<file path="config.mk">
export PLATFORM = sky130hd
export DESIGN_NAME = websocket_text_frame_unmasker
export DESIGN_NICKNAME = d
export VERILOG_FILES = /design/src/design/wsunm_pkg.sv /design/src/design/websocket_text_frame_unmasker.sv /design/src/design/wsunm_front.sv /design/src/design/wsunm_queue.sv /design/src/design/wsunm_back.sv
export SDC_FILE = /design/constraint.sdc
export NUM_CORES = 1
export LEC_CHECK = 0
export BUFFER_PORTS_ARGS = -buffer_cell sky130_fd_sc_hd__buf_4
export CAP_MARGIN = 20
export CORE_AREA = 4 4 95 97
export DETAILED_ROUTE_END_ITERATION = 8
export DIE_AREA = 0 0 99 101
export GPL_ROUTABILITY_DRIVEN = 0
export PLACE_DENSITY = 0.76
export SKIP_CTS_REPAIR_TIMING = 1
export SLEW_MARGIN = 10
export SYNTH_ARGS = -nofsm -noshare
export SYNTH_HDL_FRONTEND = slang
export SYNTH_SLANG_ARGS = --single-unit
</file>
<file path="constraint.sdc">
create_clock -name clk -period 6.5 [get_ports clk]
set_input_delay 0.325 -clock clk [delete_from_list [all_inputs] [get_ports clk]]
set_output_delay 0.325 -clock clk [all_outputs]
set_load 0.05 [all_outputs]
</file>
<file path="src/design/wsunm_pkg.sv">
package wsunm_pkg;

  localparam logic [7:0] HDR_TEXT_FINAL = 8'h81;
  localparam int LEN_W = 7;
  localparam int MASK_BYTES = 4;
  localparam int QUEUE_DEPTH = 2;

  typedef enum logic [1:0] {
    PH_HEADER,
    PH_LENGTH,
    PH_MASK,
    PH_PAYLOAD
  } phase_t;

  typedef struct packed {
    logic [7:0] data;
    logic [7:0] mask;
    logic       last;
    logic       empty;
    logic       err;
  } qentry_t;

endpackage

</file>
<file path="src/design/websocket_text_frame_unmasker.sv">
// Unmasks client-to-server WebSocket final text frames fed one byte per transaction. Each
// frame is the header byte 0x81, a length byte (low seven bits used), four mask key bytes
// and the payload, and every payload byte comes out XORed with its mask key byte. A
// zero-length frame gives one empty-message result, and a wrong header byte gives one
// error result after which the block drops all input until reset. The block takes one
// byte per clock cycle while the queue has room and delivers one result per cycle while
// the output is ready. A result passes from the parser into the two-entry queue and then
// into the output register before it is offered. When the output is held off, the queue
// and the output register absorb three results before the input stalls.
module websocket_text_frame_unmasker #(
  parameter int QUEUE_DEPTH = wsunm_pkg::QUEUE_DEPTH
) (
  input  logic       clk,
  input  logic       rst_n,
  input  logic       in_valid,
  output logic       in_ready,
  input  logic [7:0] in_byte,
  output logic       out_valid,
  input  logic       out_ready,
  output logic [7:0] out_payload_byte,
  output logic       out_last_of_message,
  output logic       out_empty_message,
  output logic       out_frame_error
);

  wsunm_pkg::qentry_t push_entry;
  wsunm_pkg::qentry_t head;
  logic               push;
  logic               full;
  logic               pop;
  logic               not_empty;

  wsunm_front u_front (
    .clk      (clk),
    .rst_n    (rst_n),
    .in_valid (in_valid),
    .in_ready (in_ready),
    .in_byte  (in_byte),
    .q_full   (full),
    .q_push   (push),
    .q_entry  (push_entry)
  );

  wsunm_queue #(
    .DEPTH (QUEUE_DEPTH)
  ) u_queue (
    .clk        (clk),
    .rst_n      (rst_n),
    .push       (push),
    .push_entry (push_entry),
    .full       (full),
    .pop        (pop),
    .not_empty  (not_empty),
    .head       (head)
  );

  wsunm_back u_back (
    .clk                 (clk),
    .rst_n               (rst_n),
    .q_not_empty         (not_empty),
    .q_head              (head),
    .q_pop               (pop),
    .out_valid           (out_valid),
    .out_ready           (out_ready),
    .out_payload_byte    (out_payload_byte),
    .out_last_of_message (out_last_of_message),
    .out_empty_message   (out_empty_message),
    .out_frame_error     (out_frame_error)
  );

endmodule

</file>
<file path="src/design/wsunm_front.sv">
module wsunm_front (
  input  logic               clk,
  input  logic               rst_n,
  input  logic               in_valid,
  output logic               in_ready,
  input  logic [7:0]         in_byte,
  input  logic               q_full,
  output logic               q_push,
  output wsunm_pkg::qentry_t q_entry
);

  localparam int KW = $clog2(wsunm_pkg::MASK_BYTES);

  wsunm_pkg::phase_t                  phase_r, phase_nxt;
  logic [wsunm_pkg::MASK_BYTES-1:0][7:0] key_r, key_nxt;
  logic [wsunm_pkg::LEN_W-1:0]        rem_r, rem_nxt;
  logic [KW-1:0]                      pos_r, pos_nxt;
  logic [KW-1:0]                      cnt_r, cnt_nxt;
  logic                               err_r, err_nxt;
  logic                               accept;
  logic                               last;

  assign in_ready = !q_full;
  assign accept   = in_valid && in_ready;
  assign last     = (rem_r <= wsunm_pkg::LEN_W'(1));

  always_ff @(posedge clk) begin
    if (!rst_n) begin
      phase_r <= wsunm_pkg::PH_HEADER;
      rem_r   <= '0;
      pos_r   <= '0;
      cnt_r   <= '0;
      err_r   <= 1'b0;
    end else begin
      phase_r <= phase_nxt;
      rem_r   <= rem_nxt;
      pos_r   <= pos_nxt;
      cnt_r   <= cnt_nxt;
      err_r   <= err_nxt;
    end
  end

  always_ff @(posedge clk) begin
    key_r <= key_nxt;
  end

  always_comb begin
    phase_nxt = phase_r;
    key_nxt   = key_r;
    rem_nxt   = rem_r;
    pos_nxt   = pos_r;
    cnt_nxt   = cnt_r;
    err_nxt   = err_r;
    q_push    = 1'b0;
    q_entry   = '0;
    if (accept && !err_r) begin
      case (phase_r)
        wsunm_pkg::PH_HEADER: begin
          if (in_byte != wsunm_pkg::HDR_TEXT_FINAL) begin
            err_nxt     = 1'b1;
            q_push      = 1'b1;
            q_entry.err = 1'b1;
          end else begin
            phase_nxt = wsunm_pkg::PH_LENGTH;
          end
        end
        wsunm_pkg::PH_LENGTH: begin
          rem_nxt   = in_byte[wsunm_pkg::LEN_W-1:0];
          pos_nxt   = '0;
          cnt_nxt   = '0;
          key_nxt   = '0;
          phase_nxt = wsunm_pkg::PH_MASK;
        end
        wsunm_pkg::PH_MASK: begin
          key_nxt[cnt_r] = in_byte;
          if (cnt_r == KW'(wsunm_pkg::MASK_BYTES - 1)) begin
            cnt_nxt = '0;
            if (rem_r == '0) begin
              phase_nxt     = wsunm_pkg::PH_HEADER;
              q_push        = 1'b1;
              q_entry.last  = 1'b1;
              q_entry.empty = 1'b1;
            end else begin
              phase_nxt = wsunm_pkg::PH_PAYLOAD;
            end
          end else begin
            cnt_nxt = cnt_r + KW'(1);
          end
        end
        wsunm_pkg::PH_PAYLOAD: begin
          q_push       = 1'b1;
          q_entry.data = in_byte;
          q_entry.mask = key_r[pos_r];
          q_entry.last = last;
          pos_nxt      = pos_r + KW'(1);
          rem_nxt      = last ? '0 : rem_r - wsunm_pkg::LEN_W'(1);
          if (last) begin
            phase_nxt = wsunm_pkg::PH_HEADER;
          end
        end
        default: begin
          phase_nxt = wsunm_pkg::PH_HEADER;
        end
      endcase
    end
  end

endmodule

</file>
<file path="src/design/wsunm_queue.sv">
module wsunm_queue #(
  parameter int DEPTH = wsunm_pkg::QUEUE_DEPTH
) (
  input  logic               clk,
  input  logic               rst_n,
  input  logic               push,
  input  wsunm_pkg::qentry_t push_entry,
  output logic               full,
  input  logic               pop,
  output logic               not_empty,
  output wsunm_pkg::qentry_t head
);

  localparam int AW = (DEPTH > 1) ? $clog2(DEPTH) : 1;
  localparam int CW = $clog2(DEPTH + 1);

  wsunm_pkg::qentry_t mem_r [DEPTH];
  logic [AW-1:0]      wptr_r, wptr_nxt;
  logic [AW-1:0]      rptr_r, rptr_nxt;
  logic [CW-1:0]      count_r, count_nxt;
  logic               do_push;
  logic               do_pop;

  assign full      = (count_r == CW'(DEPTH));
  assign not_empty = (count_r != '0);
  assign head      = mem_r[rptr_r];
  assign do_push   = push && !full;
  assign do_pop    = pop && not_empty;

  always_comb begin
    wptr_nxt  = wptr_r;
    rptr_nxt  = rptr_r;
    count_nxt = count_r;
    if (do_push) begin
      wptr_nxt = (wptr_r == AW'(DEPTH - 1)) ? '0 : wptr_r + AW'(1);
    end
    if (do_pop) begin
      rptr_nxt = (rptr_r == AW'(DEPTH - 1)) ? '0 : rptr_r + AW'(1);
    end
    case ({do_push, do_pop})
      2'b10:   count_nxt = count_r + CW'(1);
      2'b01:   count_nxt = count_r - CW'(1);
      default: count_nxt = count_r;
    endcase
  end

  always_ff @(posedge clk) begin
    if (!rst_n) begin
      wptr_r  <= '0;
      rptr_r  <= '0;
      count_r <= '0;
    end else begin
      wptr_r  <= wptr_nxt;
      rptr_r  <= rptr_nxt;
      count_r <= count_nxt;
    end
  end

  always_ff @(posedge clk) begin
    if (do_push) begin
      mem_r[wptr_r] <= push_entry;
    end
  end

endmodule

</file>
<file path="src/design/wsunm_back.sv">
module wsunm_back (
  input  logic               clk,
  input  logic               rst_n,
  input  logic               q_not_empty,
  input  wsunm_pkg::qentry_t q_head,
  output logic               q_pop,
  output logic               out_valid,
  input  logic               out_ready,
  output logic [7:0]         out_payload_byte,
  output logic               out_last_of_message,
  output logic               out_empty_message,
  output logic               out_frame_error
);

  logic       valid_r;
  logic [7:0] byte_r;
  logic       last_r;
  logic       empty_r;
  logic       err_r;

  assign q_pop = q_not_empty && (!valid_r || out_ready);

  always_ff @(posedge clk) begin
    if (!rst_n) begin
      valid_r <= 1'b0;
    end else if (q_pop) begin
      valid_r <= 1'b1;
    end else if (out_ready) begin
      valid_r <= 1'b0;
    end
  end

  always_ff @(posedge clk) begin
    if (q_pop) begin
      byte_r  <= q_head.data ^ q_head.mask;
      last_r  <= q_head.last;
      empty_r <= q_head.empty;
      err_r   <= q_head.err;
    end
  end

  assign out_valid           = valid_r;
  assign out_payload_byte    = byte_r;
  assign out_last_of_message = last_r;
  assign out_empty_message   = empty_r;
  assign out_frame_error     = err_r;

endmodule

</file>
==> flow_metrics.env <==
export IMPL_antenna_found_initial=0
export IMPL_clock_sinks=101
export IMPL_cp_max_fo=10
export IMPL_cts_made_buffers=9
export IMPL_start_util=0.587
export IMPL_fin_crit_sh=0.407
export IMPL_antenna_diode_count=0
export IMPL_synth_edf_count=81
export IMPL_finalSetupTns_ns=0
export IMPL_synth_common_cells="edfxtp_1, nor2_1, mux2i_1"
export IMPL_worstMarginPinSlew_ns=0.752
export IMPL_crit_family="adder cells"
export IMPL_switching_share=0.309
export IMPL_p_sw_uw=521
export IMPL_fin_cells=515
export IMPL_status="completed"
export IMPL_critPathLaunchType="flip-flop"
export IMPL_slowest_stage="ha_1"
export IMPL_maxCapViolCount=0
export IMPL_end_kind="flip-flop"
export IMPL_clockBufferDepth=2
export IMPL_arrival_ns=2.94
export IMPL_yosys_warnings=0
export IMPL_clock_fmax_mhz=378
export IMPL_routed_wl_mm=9.17
export IMPL_syn_area_per_cell_um2=12.5
export IMPL_drt_first_pass_iters=4
export IMPL_synth_yosys_seq_area_share=0.593
export IMPL_p_int_mw=1.17
export IMPL_pre_cts_slack_ns=3.88
export IMPL_power_density_nw_per_um2=318
export IMPL_syn_area_um2=4770
export IMPL_synth_most_common_cell="edfxtp_1"
export IMPL_vias_per_cell=5.79
export IMPL_clk_latency_ns=0.37
export IMPL_die_w_um=99
export IMPL_hp_class="in -> reg"
export IMPL_ys_seq_elements=101
export IMPL_ios=25
export IMPL_final_max_slew_viol_count=0
export IMPL_syn_inst=381
export IMPL_worst_slack_ns=3.85
export IMPL_skew_ns=0.0141
export IMPL_path_clk_slew_ns=0.10
export IMPL_wl_per_cell_um=17.8
export IMPL_cp_required_ns=6.79
export IMPL_hold_violations=0
export IMPL_setup_viol=0
export IMPL_port_buffers=24
export IMPL_leakage_nw=1.88
export IMPL_num_vias=2981
export IMPL_hpwlAfterDp_mm=6.00
export IMPL_rows=33
export IMPL_n_fill_cell=628
export IMPL_rsz0062_at_grt="no"
export IMPL_postRouteAntennaNets=0
export IMPL_synth_net_count=407
export IMPL_layout_drive_gt1_share=0.146
export IMPL_track_usage=0.196
export IMPL_slowest_delay_ns=0.55
export IMPL_remaining_drc_errors=0
export IMPL_fp_coreArea_um2=8130
export IMPL_async_reset_ff_frac=0
export IMPL_synth_top_area_cell="edfxtp_1"
export IMPL_max_slew_margin=0.498
export IMPL_combPwrFrac=0.228
export IMPL_cp_cell_sequence="ha_1, nand3_1, nor3_1, o31ai_1, ha_1, or3_1, a21boi_0"
export IMPL_grt_max_degree=34
export IMPL_pwr_share_clk=0.266
export IMPL_grt_ovfl_total=0
export IMPL_ys_flop_type="edfxtp_1"
export IMPL_synth_area_leaders="edfxtp_1, dfxtp_1, mux2i_1"
export IMPL_grt_pass1_wl_mm=15.1
export IMPL_sequentialPowerShare=0.506
export IMPL_grt_pass1_vias=2991
export IMPL_critPathBufInv=0
export IMPL_peakVddDrop_uv=124
export IMPL_cts_tree="yes"
export IMPL_syn2layout_area_growth_pct=11.0
export IMPL_yosys_area_top_type_share=0.510
export IMPL_synthDistinctLibCells=42
export IMPL_die_area_um2=10000
export IMPL_htree_levels=3
export IMPL_path_class="reg -> reg"
export IMPL_drt_iter0_markers=226
export IMPL_cpMostUsedCell="ha_1"
export IMPL_fin_nets=431
export IMPL_die_h_um=101
export IMPL_period_minus_slack_ns=2.65
export IMPL_dp_cells=497
export IMPL_root_buffer="clkbuf_8"
state kept, by name, summed over array words and instances (netlist names), named ones only:
signal and cells:
u_queue.rptr_r 1, u_front.phase_r 2, u_front.key_r 32, u_back.out_valid 1
u_front.err_r 1, u_queue.count_r 2, u_front.pos_r 2, u_queue.mem_r 38
u_back.out_empty_message 1, u_front.cnt_r 2, u_front.rem_r 7, u_queue.wptr_r 1
u_back.out_payload_byte 8, u_back.out_last_of_message 1, u_back.out_frame_error 1
final cells by class:
class | instances | area, um^2 | share of cell area
clock inverter | 5 | 83.8 | 0.0158
inverter | 13 | 48.8 | 0.00921
clock buffer | 11 | 141 | 0.0267
multi-input combinational | 250 | 1830 | 0.345
sequential | 101 | 2830 | 0.535
tap | 105 | 131 | 0.0248
timing repair buffer | 30 | 233 | 0.0439
through the flow:
stage | power (mW) | util | hold WS, ns | cell area [um^2]
3_5_place_dp | 1.25 | 0.621 | 0.473 | 5050
5_1_grt | 1.77 | 0.651 | 0.294 | 5300
4_1_cts | 1.70 | 0.649 | 0.290 | 5280
6_report | 1.69 | 0.651 | 0.302 | 5300
2_1_floorplan | 1.14 | - | 0.454 | 4770
3_3_place_gp | 1.24 | 0.621 | 0.462 | 5050
layout by cell type, fill, tap and decap left out, drive strengths merged, types with 2 or more instances in the layout:
| master | count |
|---|---|
| nand2 | 24 |
| bufinv | 2 |
| and3 | 7 |
| nand3 | 7 |
| o21ai | 15 |
| mux2 | 3 |
| ha | 14 |
| or3 | 6 |
| mux2i | 35 |
| a21boi | 3 |
| dfxtp | 20 |
| nor2b | 14 |
| nor4 | 3 |
| nor3 | 5 |
| and2 | 6 |
| clkbuf | 11 |
| mux4 | 8 |
| o31ai | 2 |
| buf | 30 |
| edfxtp | 81 |
| clkinvlp | 2 |
| o31a | 2 |
| inv | 14 |
| nand3b | 2 |
| xnor2 | 10 |
| xor2 | 9 |
| a21oi | 8 |
| nor2 | 43 |
| o22ai | 4 |
| nand2b | 3 |
| o32ai | 2 |
| a2bb2oi | 5 |
worst register-to-register path: cells and delay by family (launching register included):
family | cells | cell delay, ns
AOI/OAI and AO/OA | 2 | 0.36
adders and majority gates | 2 | 0.91
DFF | 1 | 0.41
and+or+nand+nor | 3 | 0.89
routing by layer:
layer,share of wire,GRT usage,routed length (um),vias to the layer above
met3,0.054,0.0457,498,11
met5,0,0,0,-
met1,0.43,0.257,3970,1453
met2,0.50,0.326,4610,86
met4,0.0093,0.0588,85,0
li1,-,-,-,1431
power groups by stage:
stage	combinational, mW	clock [mW]	sequential [mW]
6_report	0.385	0.449	0.853
5_1_grt	0.416	0.489	0.865
4_1_cts	0.383	0.457	0.857
3_5_place_dp	0.381	0	0.870
3_3_place_gp	0.375	0	0.868
2_1_floorplan	0.165	0	0.974
logic make-up (layout without fill, tap and decap cells):
group                    after synthesis  after routing  share of synthesized area
buffers and inverters                 30             59                     0.0236
flip-flops                           101            101                      0.593
adder cells (fa/ha/maj)               14             14                     0.0367
XOR/XNOR                              19             19                     0.0349
AO/OA/AOI/OAI                         48             48                     0.0666
AND/OR/NAND/NOR                      123            123                      0.127
multiplexers                          46             46                      0.118
final timing paths:
| check | from | end | slack (ns) | cells after the start |
|---|---|---|---|---|
| worst max register to register | u_front.cnt_r[0] | u_queue.count_r[1] | 3.85 | 7 |
| worst max-delay path | u_front.cnt_r[0] | u_queue.count_r[1] | 3.85 | 7 |
| worst min-delay path | rst_n | u_front.err_r | 0.30 | 2 |
| worst min register to register | u_front.err_r | u_front.err_r | 0.49 | 1 |
Note: power is estimated with default switching activity, not from simulation.
